===== src/hdl/bridge_adc_reader_with_average_poly_core_assert.svh =====
// assertion macros for the bridge converter reader
// used by the top level only
`ifndef BRIDGE_ADC_READER_WITH_AVERAGE_POLY_CORE_ASSERT_SVH
`define BRIDGE_ADC_READER_WITH_AVERAGE_POLY_CORE_ASSERT_SVH
`define BAR_ASSERT_IMPL(lbl, clk, rst, ante, cons, msg) \
   lbl: assert property (@(posedge clk) disable iff (rst) (ante) |-> (cons)) else $error(msg);
`define BAR_ASSERT_NEXT(lbl, clk, rst, ante, cons, msg) \
   lbl: assert property (@(posedge clk) disable iff (rst) (ante) |=> (cons)) else $error(msg);
`endif


===== src/hdl/bar_pkg.sv =====
// package for the bridge converter reader: payload types, register codes
// no dependencies
`default_nettype none
package bar_pkg;
   localparam int DATA_BITS_DEF = 24;
   localparam int MAX_AVERAGE_DEF = 32;
   localparam int ACC_W = 30;
   localparam int CNT_W = 6;
   localparam logic [1:0] REG_SAMPLES = 2'd0;
   localparam logic [1:0] REG_OFFSET = 2'd1;
   localparam logic [1:0] REG_LINEAR = 2'd2;
   localparam logic [1:0] REG_QUAD = 2'd3;

   typedef struct packed {
      logic start_req;
      logic dout_level;
   } req_type;

   typedef struct packed {
      logic sck_level;
      logic busy_res;
      logic result_valid;
      logic signed [23:0] raw_average;
      logic [23:0] frequency_q8;
      logic saturated;
   } rsp_type;

   typedef struct packed {
      logic clear_acc;
      logic clear_shift;
      logic shift_in;
      logic accumulate;
      logic start_calc;
   } cmd_type;

   typedef struct packed {
      logic last_bit;
      logic count_done;
      logic calc_done;
   } sts_type;
endpackage
`default_nettype wire


===== src/hdl/bar_control.sv =====
// tick sequencer: serial clock phases, word handshakes and result register
// depends on bar_pkg
`default_nettype none
module bar_control (
   input  wire logic clock,
   input  wire logic reset,
   input  wire logic req_valid,
   output logic req_stall,
   input  wire bar_pkg::req_type req_word,
   output logic rsp_valid,
   input  wire logic rsp_stall,
   output bar_pkg::rsp_type rsp_word,
   output bar_pkg::cmd_type cmd,
   input  wire bar_pkg::sts_type sts,
   input  wire logic signed [23:0] avg_in_w,
   input  wire logic [23:0] freq_in_w,
   input  wire logic sat_in_w
);
   typedef enum logic [4:0] {
      S_IDLE = 5'b00001,
      S_WAIT = 5'b00010,
      S_HIGH = 5'b00100,
      S_LOW  = 5'b01000,
      S_CALC = 5'b10000
   } state_type;

   state_type state_ff, state_in;
   logic rsp_valid_ff, rsp_valid_in;
   bar_pkg::rsp_type rsp_ff, rsp_in;
   logic take;

   assign req_stall = rsp_valid_ff || (state_ff == S_CALC);
   assign take = req_valid && !req_stall;

   always_comb begin
      state_in = state_ff;
      cmd = '0;
      rsp_valid_in = rsp_valid_ff && rsp_stall;
      rsp_in = rsp_ff;
      unique case (state_ff)
         S_IDLE: begin
            if (take) begin
               rsp_in.sck_level = 1'b0;
               rsp_in.result_valid = 1'b0;
               rsp_in.saturated = 1'b0;
               rsp_in.busy_res = req_word.start_req;
               rsp_valid_in = 1'b1;
               if (req_word.start_req) begin
                  cmd.clear_acc = 1'b1;
                  state_in = S_WAIT;
               end
            end
         end
         S_WAIT: begin
            if (take) begin
               rsp_in.sck_level = 1'b0;
               rsp_in.result_valid = 1'b0;
               rsp_in.saturated = 1'b0;
               rsp_in.busy_res = 1'b1;
               rsp_valid_in = 1'b1;
               if (!req_word.dout_level) begin
                  cmd.clear_shift = 1'b1;
                  state_in = S_HIGH;
               end
            end
         end
         S_HIGH: begin
            if (take) begin
               rsp_in.sck_level = 1'b1;
               rsp_in.result_valid = 1'b0;
               rsp_in.saturated = 1'b0;
               rsp_in.busy_res = 1'b1;
               rsp_valid_in = 1'b1;
               cmd.shift_in = 1'b1;
               state_in = S_LOW;
            end
         end
         S_LOW: begin
            if (take) begin
               rsp_in.sck_level = 1'b0;
               rsp_in.result_valid = 1'b0;
               rsp_in.saturated = 1'b0;
               rsp_in.busy_res = 1'b1;
               if (sts.last_bit) begin
                  cmd.accumulate = 1'b1;
                  if (sts.count_done) begin
                     // word goes out once the average and the calibrated frequency are known
                     cmd.start_calc = 1'b1;
                     state_in = S_CALC;
                  end else begin
                     rsp_valid_in = 1'b1;
                     state_in = S_WAIT;
                  end
               end else begin
                  rsp_valid_in = 1'b1;
                  state_in = S_HIGH;
               end
            end
         end
         S_CALC: begin
            if (sts.calc_done) begin
               rsp_in.busy_res = 1'b0;
               rsp_in.result_valid = 1'b1;
               rsp_in.raw_average = avg_in_w;
               rsp_in.frequency_q8 = freq_in_w;
               rsp_in.saturated = sat_in_w;
               rsp_valid_in = 1'b1;
               state_in = S_IDLE;
            end
         end
         default: state_in = S_IDLE;
      endcase
   end

   always_ff @(posedge clock) begin
      if (reset) begin
         state_ff <= S_IDLE;
         rsp_valid_ff <= 1'b0;
         rsp_ff <= '0;
      end else begin
         state_ff <= state_in;
         rsp_valid_ff <= rsp_valid_in;
         rsp_ff <= rsp_in;
      end
   end

   assign rsp_valid = rsp_valid_ff;
   assign rsp_word = rsp_ff;
endmodule
`default_nettype wire


===== config.mk =====
export PLATFORM = sky130hd
export DESIGN_NAME = bar_control
export DESIGN_NICKNAME = d
export VERILOG_FILES = /design/src/hdl/bridge_adc_reader_with_average_poly_core_assert.svh /design/src/hdl/bar_pkg.sv /design/src/hdl/bar_control.sv
export SDC_FILE = /design/constraint.sdc
export NUM_CORES = 1
export LEC_CHECK = 0
export ABC_CLOCK_PERIOD_IN_PS = 3400
export BUFFER_PORTS_ARGS = -buffer_cell sky130_fd_sc_hd__buf_2
export CORE_MARGIN = 3
export CORE_UTILIZATION = 48
export DETAILED_ROUTE_END_ITERATION = 7
export PLACE_DENSITY = 0.82
export SYNTH_ARGS = -nofsm -noshare
export SYNTH_HDL_FRONTEND = slang
export SYNTH_SLANG_ARGS = --single-unit

===== constraint.sdc =====
create_clock -name clock -period 3.4 [get_ports clock]
set_clock_uncertainty 0.05 [all_clocks]
set_input_delay 0.68 -clock clock [delete_from_list [all_inputs] [get_ports clock]]
set_output_delay 0.68 -clock clock [all_outputs]
set_load 0.01 [all_outputs]

### After elaboration in Yosys (flattened, before gate mapping)

Cells that the tools add are included.

* $add $sub $neg: 0
* multipliers: 0
* divide/modulo/power cells: 0
* order comparisons: 0
* equality and inequality tests: 14
* shifts and indexed selects: 0
* mux-type cells: 36
* bitwise logic cells: 0
* reductions and logical operators: 15

Operators by type and width (count)
* $mux 51: 1
* $mux 5: 9
* $pmux 5 s5: 1
* $mux 1: 15
* $ne 2x2->1 const B: 7
* $mux 3: 3
* $pmux 2 s4: 1
* $reduce_and 7->1: 1
* $mux 2: 3
* $pmux 1 s3: 2
* $eq 5x1->1 const B: 1
* $eq 5x2->1 const B: 1
* $eq 5x3->1 const B: 1
* $eq 5x4->1 const B: 1
* $eq 5x5->1 const B: 1
* $reduce_and 5->1: 1
* $ne 2x1->1 const B: 2
* $reduce_and 4->1: 1
* $reduce_bool 4->1: 1
* $reduce_or 4->1: 1
* $reduce_and 3->1: 1
* $reduce_bool 3->1: 1
* $reduce_or 3->1: 1
* $logic_and 1x1->1: 2
* 6 further kinds: 6

* bits in registers: 58
* bits in latches: 0
* RAM bits: 0
* ROM bits: 0
* input port bits: 58
* logic and storage cells: 73
* memories kept: 0

### Depth between registers and ports, before layout

Gate-level depths: netlist of the first run.

* depth in word-level cells: 6
* gate-level depth with buffers: 8

### Least setup slack after synthesis of the first run

OpenSTA, ideal clock, no wires.

* kind: input to output
* from: input req_valid
* to: output cmd[0] (netlist bit)
* arrival: 1.537 ns
* slack: 1.133 ns
* stages on the path: 4
* path buffers: 0
* cell sequence: inv_1 -> a311oi_4 -> and3_1 -> and2_1

RTL lines
* start, declared: line bar_control.sv:7 `input wire logic req_valid,`
* end, declared: line bar_control.sv:13 `output bar_pkg::cmd_type cmd,`

==> metrics.sh, run 1 <==
R2R_CELLS=6
SYNTH_AREA_PER_CELL_UM2=7.97
FINISHED_CORE_UTIL_PCT=66.2
ROUTE.VIAS.TOTAL=2470
ANTENNA_FOUND_INITIAL=0
DIEWIDTH_UM=77.6
HOLD_PATH_STARTPOINT='rsp_word[4]$_SDFFE_PP0P_'
RSZ0062_AT_GRT='no'
MAPPEDNETLISTNETS=367
N_FILL_CELL=450
SYNTH.YOSYS.WARNINGS=0
GLOBALROUTE.TOTALOVERFLOW=0
FIN_CRIT_PERIOD_PS=2880
TOTAL_POWER_uW=1690
DRT-TOTAL-WL_UM=6270
NUMBER_OF_GLOBAL_ROUTE_VIAS_BEFORE_REPAIR=2247
CTS_HOLD_REPAIR.BUFFERS=0
GRT_MAX_DEGREE=36
NNETSFINAL=475
SYNTH_TOP_AREA_SHARE_PCT=47.2
RELSLEWSLACK_PCT=53.0
INITIAL_UTIL_PCT=50.8
CTS_MAX_PATH_BUFFERS=2
HOLD_VIOL=0
DETAIL_ROUTE.WL_PER_CELL_UM=12.8
POWER.STATIC_LEAKAGE_uW=0.00143
ANTENNADIODECOUNT=0
DRIVE_ABOVE_1_SHARE_PCT=35.5
ANTENNA_NETS_POST_ROUTE=0
CAP_VIOL_MAX_COUNT=0
FMAXACHIEVABLE_MHz=347
CRITICALPATHCATEGORY='reg2out'
POST_LAYOUT_NONFILLER_INSTANCES=489
TRACK_USAGE_PCT=21.2
NUM_IO_PINS=117
YS_SEQ_AREA_SHARE_PCT=47.2
PLACE.PORT_BUFFERS=116
CRITICAL_PATH.ENDPOINT_TYPE='primary output'
PLACE.DETAILED.HPWL_UM=4490
CRITPATHREQUIREDTIME_PS=2670
WORSTMARGINPINSLEW_PS=703
WORST_SKEW_PAIR.LATE_LATENCY_PS=320
WORSTSETUPSTARTPOINT='state_ff[3]$_SDFFE_PP0P_'
CRITICAL_PATH.MAX_FANOUT=12
AREAGROWTHSYNTHTOFINISH_PCT=30.3
NUMBER_OF_ENABLE_TYPE_REGISTER_CELLS_IN_THE_SYNTHESIZED_NETLIST=0
CP_DATA_ARRIVAL_TIME_PS=2150
DIE_HEIGHT_UM=77.6
SETUP_TOTAL_NEGATIVE_SLACK_PS=0
CTS_BUFFERS=9
CP-START-KIND='register'
YS_TOP_CELLS_BY_COUNT='105 x nand2_1, 60 x a21oi_1, 58 x dfxtp_1'
LAYOUT.AREA.SEQ_UM2=1160
GRT_FIRST_PASS_WIRELENGTH_UM=10300
PLACED_CELLS=473
SYNTHARSTFLOPSHARE_PCT=0
SYNTH_AREA_LEADER='dfxtp_1'
POSTSYNTHREGISTERBITS=58
CTS_SINKS=58
TOTAL_OF_ENDPOINTS_WITH_NEGATIVE_SETUP_SLACK_IN_THE_FINAL_REPORT=0
DIE_AREA_UM2=6030
MIN_DELAY_PATH_DEPTH=2
CRIT-REG2REG-LAUNCH='state_ff[3]$_SDFFE_PP0P_'
DRT_FIRST_PASS_ITERS=4
TRITONCTS='done'
SYNTH_CELL_TYPES=46
DRC_ERRORS=0
MULTI_INPUT_COMB_AREA_UM2=1160
RESULT_OF_THE_RUN='completed'
POSTCTSRESIZEDCELLS=0
FINALMAXSLEWVIOLATIONS=0
POWER-PER-CELL-AREA_nW_PER_UM2=528
POST-SYNTH-TOP-COUNT-CELL='nand2_1'
ROUTE.DETAILED.VIAS_PER_INST=5.05
PRE_CTS_WS_PS=848
IR_WORST_VDD_V=0.000280
FP.COREAREA_UM2=4850
DOMINANTREGCELLSYNTH='dfxtp_1'
TIMING.FINAL.CRIT_SHARE_PCT=84.8
HOLD_PATH.CLASS='reg2reg'
POST_CTS.REPAIR.SETUP_BUFFERS=0
CLOCK-ROOT-BUFFER='clkbuf_8'
DRT_ITER0_DRC=171
GP_CONGESTION=0.921
SYNTH.CELL_AREA_UM2=2460
GATE_COUNT_AFTER_TECHNOLOGY_MAPPING=309
HTREEDEPTH=3
SYNTH.TOP_CELLS.BY_AREA='dfxtp_1 47%, nand2_1 16%, a21oi_1 12%'
FINAL.SETUP.WORST_SLACK_PS=517
CTS.REPORTEDPATHS.CLKPINSLEW_PS=60
ROWS=25
[routing by layer]
metal | track usage, % | vias up | part of all wire, %
li1 | - | 1253 | -
met1 | 24.9 | 1121 | 42
met2 | 34.0 | 86 | 48
met3 | 8.58 | 10 | 9.0
met4 | 9.25 | 0 | 1.6
met5 | 0 | - | 0
[area by class of cell]
cell class                      instances  share of cell area, %
Clock buffer                           11                   4.10
Sequential cell                        58                   36.2
Clock inverter                          5                   1.72
Timing Repair Buffer                  119                   18.8
Tap cell                               67                   2.61
Inverter                                4                  0.468
Multi-Input combinational cell        225                   36.1
[per-stage QoR]
step	cell area [µm²]	hold WS [ps]
floorplan	2460	431
global placement	3020	388
detailed placement	3020	393
CTS	3210	402
global route	3210	420
finish	3210	401
[critical path: stages, from the launching register on]
cell and delay (ps):
dfxtp_1 590, nor2_2 200, a311oi_4 520, and3_1 250, and2_1 140, buf_2 130
[logic make-up (layout without fill, tap and decap cells)]
group,count (synthesis),after routing,synth area share (%)
AND/OR/NAND/NOR,137,137,25.0
AO/OA/AOI/OAI,85,85,20.8
flip-flops,58,58,47.2
buffers and inverters,26,139,5.84
XOR/XNOR,2,2,0.712
multiplexers,1,1,0.457
[state kept, by name, summed over array words and instances (netlist names)]
name / count
rsp_word: 52
state_ff: 5
rsp_valid: 1
[cell usage in the layout (no fill, tap or decap), types with 3 or more instances in the layout]
cell        n
buf_2     116
nand2_1   105
a21oi_1    60
dfxtp_1    58
o21ai_0     9
clkbuf_8    9
nand3_1     5
nor2_1      5
inv_1       4
and3_2      4
buf_4       3
[worst paths after layout]
kind	endpoint	slack, ps
max	cmd[0]	520
min	rsp_word[4]$_SDFFE_PP0P_	400
max reg2reg	rsp_word[3]$_SDFFE_PP0P_	1020
min reg2reg	rsp_word[4]$_SDFFE_PP0P_	400
[report_power, final]
part           total, µW  switching, µW  internal (µW)
logic                360            197            163
clock network        597            261            336
registers            738           39.4            698
total               1690            497           1200
No activity file was read; power rests on OpenSTA's default activity.
==> run 2: changes to the inputs <==
--- a/config.mk
+++ b/config.mk
@@ -5,12 +5,12 @@
 export SDC_FILE = /design/constraint.sdc
 export NUM_CORES = 1
 export LEC_CHECK = 0
-export ABC_CLOCK_PERIOD_IN_PS = 3400
+export ABC_CLOCK_PERIOD_IN_PS = 2300
 export BUFFER_PORTS_ARGS = -buffer_cell sky130_fd_sc_hd__buf_2
 export CORE_MARGIN = 3
-export CORE_UTILIZATION = 48
+export CORE_UTILIZATION = 41
 export DETAILED_ROUTE_END_ITERATION = 7
-export PLACE_DENSITY = 0.82
+export PLACE_DENSITY = 0.75
 export SYNTH_ARGS = -nofsm -noshare
 export SYNTH_HDL_FRONTEND = slang
 export SYNTH_SLANG_ARGS = --single-unit
==> constraint.sdc (replaced) <==
create_clock -name clock -period 2.3 [get_ports clock]
set_clock_uncertainty 0.05 [all_clocks]
set_input_delay 0.46 -clock clock [delete_from_list [all_inputs] [get_ports clock]]
set_output_delay 0.46 -clock clock [all_outputs]
set_load 0.01 [all_outputs]
==> run 2 against run 1 <==
Effect of this change: count of clock-buffer cells in the layout increased by 1; first-iteration DRC count grew 29%; sequential share of layout area down 0.58 points; die area rose by 16%; hold slack got worse by 91 ps; routed wire length increased by 5.0%; worst setup slack lost 420 ps; register-to-register slack got worse by 650 ps; largest power group unchanged; largest cell class unchanged.
==> metrics.sh, run 2 (synthesis results as in run 1) <==
RESULT_OF_THE_RUN='completed'
PLACE.DETAILED.HPWL_UM=4710
CTS_SINKS=58
FIN_WORST_HOLD_SLACK_PS=310
FIN_CRIT_PERIOD_PS=2210
RELSLEWSLACK_PCT=66.5
ANTENNA_NETS_POST_ROUTE=0
AREAGROWTHSYNTHTOFINISH_PCT=33.8
CRITICAL_PATH.MAX_STAGE_DELAY_PS=410
HOLD_PATH_STARTPOINT='avg_in_w[8]'
NUMBER_OF_GLOBAL_ROUTE_VIAS_BEFORE_REPAIR=2325
N_FILL_CELL=542
DRT_FIRST_PASS_ITERS=5
CRITICALPATHCATEGORY='reg2out'
GP_CONGESTION=0.929
PRE_CTS_WS_PS=167
DRIVE_ABOVE_1_SHARE_PCT=37.6
DIE_HEIGHT_UM=83.5
SEQPWRFRAC_PCT=42.3
DETAIL_ROUTE.WL_PER_CELL_UM=13.2
R2R_CELLS=5
ANTENNA_FOUND_INITIAL=0
POWER-PER-CELL-AREA_nW_PER_UM2=793
ANTENNADIODECOUNT=0
CTS_HOLD_REPAIR.BUFFERS=0
ROUTE.DETAILED.VIAS_PER_INST=4.99
IR_WORST_VDD_V=0.000600
NUM_IO_PINS=117
NNETSFINAL=481
DIE_AREA_UM2=6970
FINISHED_CORE_UTIL_PCT=58.4
FMAXACHIEVABLE_MHz=453
DRT-TOTAL-WL_UM=6590
TOTAL_OF_ENDPOINTS_WITH_NEGATIVE_SETUP_SLACK_IN_THE_FINAL_REPORT=0
WORST_SKEW_PAIR.LATE_LATENCY_PS=320
REG2REG_SLACK_PS=370
CRIT-REG2REG-LAUNCH='state_ff[4]$_SDFFE_PP0P_'
HOLD_PATH.CLASS='in2reg'
TOTAL_POWER_uW=2610
CAP_VIOL_MAX_COUNT=0
CTS_MAX_PATH_BUFFERS=2
WORSTMARGINPINSLEW_PS=502
CP_SLOWEST_CELL='dfxtp_4'
TIMING.FINAL.CRIT_SHARE_PCT=96.0
CLOCK-ROOT-BUFFER='clkbuf_8'
MULTI_INPUT_COMB_AREA_UM2=1160
HOLD_END='rsp_word[33]$_SDFFE_PP0P_'
GRT_MAX_DEGREE=39
DRT_ITER0_DRC=221
CP_DATA_ARRIVAL_TIME_PS=1700
GRT_FIRST_PASS_WIRELENGTH_UM=10800
TRITONCTS='done'
DIEWIDTH_UM=83.5
CTS_BUFFERS=9
MAX_FFS_PER_REGISTER=52
COMB_POWER_SHARE_PCT=21.5
ROUTE.VIAS.TOTAL=2493
RSZ0062_AT_GRT='no'
CRITICAL_R2R_CAPTURE='rsp_word[50]$_SDFFE_PP0P_'
TIMING.CRITICAL_PATH.CELLS='nor2_4 > a311oi_4 > buf_4 > and3_2 > buf_2'
POWER_FRAC_CLOCK_PCT=36.2
HOLD_VIOL=0
MIN_DELAY_PATH_DEPTH=3
CRITICAL_PATH.ENDPOINT_TYPE='primary output'
FINALMAXSLEWVIOLATIONS=0
ROWS=27
FINAL_COMMON_CELL='buf_2'
MOST_FREQUENT_CELLS_IN_THE_LAYOUT='116 x buf_2, 105 x nand2_1, 60 x a21oi_1, 54 x dfxtp_1, 11 x clkbuf_8'
DRC_ERRORS=0
INTPOWER_uW=1860
CRITPATHREQUIREDTIME_PS=1790
SWITCHING_SHARE_PCT=28.7
INITIAL_UTIL_PCT=43.6
P_SWITCHING_uW=749
TRACK_USAGE_PCT=18.9
GLOBALROUTE.TOTALOVERFLOW=0
CTS.REPORTEDPATHS.CLKPINSLEW_PS=70
CP-START-KIND='register'
FP.COREAREA_UM2=5640
PLACE.PORT_BUFFERS=116
POWER.STATIC_LEAKAGE_uW=0.00147
HTREEDEPTH=3
CRITICAL_PATH.MAX_FANOUT=10
FINAL.SETUP.WORST_SLACK_PS=92.5
LAYOUT.AREA.SEQ_UM2=1170
SETUP_TOTAL_NEGATIVE_SLACK_PS=0
-- run 2: metal layers --
metal  track usage (%)  share of wire (%)  up-vias  wire length (µm)
met5                 0                  0        -                 0
met1              22.3                 41     1097              2700
met2              30.6                 48      114              3130
li1                  -                  -     1273                 -
met3              7.60                9.7        9               636
met4              8.04                1.8        0               120
-- run 2: cell type report --
cell class,instances,share of cell area [%]
inverters,4,0.456
repair buffers,125,19.7
well taps,72,2.73
flip-flops and latches,58,35.6
multi-input cells,225,35.3
clock inverters,4,1.52
clock buffers,12,4.71
-- run 2: timing repair --
item / in CTS / in global routing
endpoints found under the setup margin: 4 / 2
buffers inserted: 0 / 2
resized for setup: 6 / 2
pin swaps: 0 / 2
-- run 2: how the worst max path moves through the flow --
stage / from / endpoint / cells after the start
3_3_place_gp: state_ff[2]$_SDFFE_PP0P_ / cmd[4] / 5
4_1_cts: state_ff[0]$_SDFFE_PP1P_ / cmd[4] / 5
6_report: state_ff[0]$_SDFFE_PP1P_ / cmd[4] / 5
5_1_grt: state_ff[0]$_SDFFE_PP1P_ / cmd[4] / 5
3_5_place_dp: state_ff[2]$_SDFFE_PP0P_ / rsp_word[50]$_SDFFE_PP0P_ / 6
2_1_floorplan: state_ff[1]$_SDFFE_PP0P_ / cmd[0] / 5
-- run 2: power groups by stage --
stage	combinational, µW	clock [µW]	sequential, µW
global placement	508	0	1110
floorplan	428	0	1080
CTS	527	976	1100
global route	622	1030	1110
finish	561	946	1110
detailed placement	523	0	1120
-- run 2: stage by stage --
stage	cells	area (µm²)
finish	500	3300
global route	500	3300
CTS	498	3270
detailed placement	482	3060
global placement	482	3060
floorplan	309	2460
-- run 2: critical path, delay by kind of cell, from the launching register on --
kind                   cells  cell delay, ps
DFF                        1             410
AOI/OAI and AO/OA          1             370
buffers and inverters      2             340
and+or+nand+nor            2             260
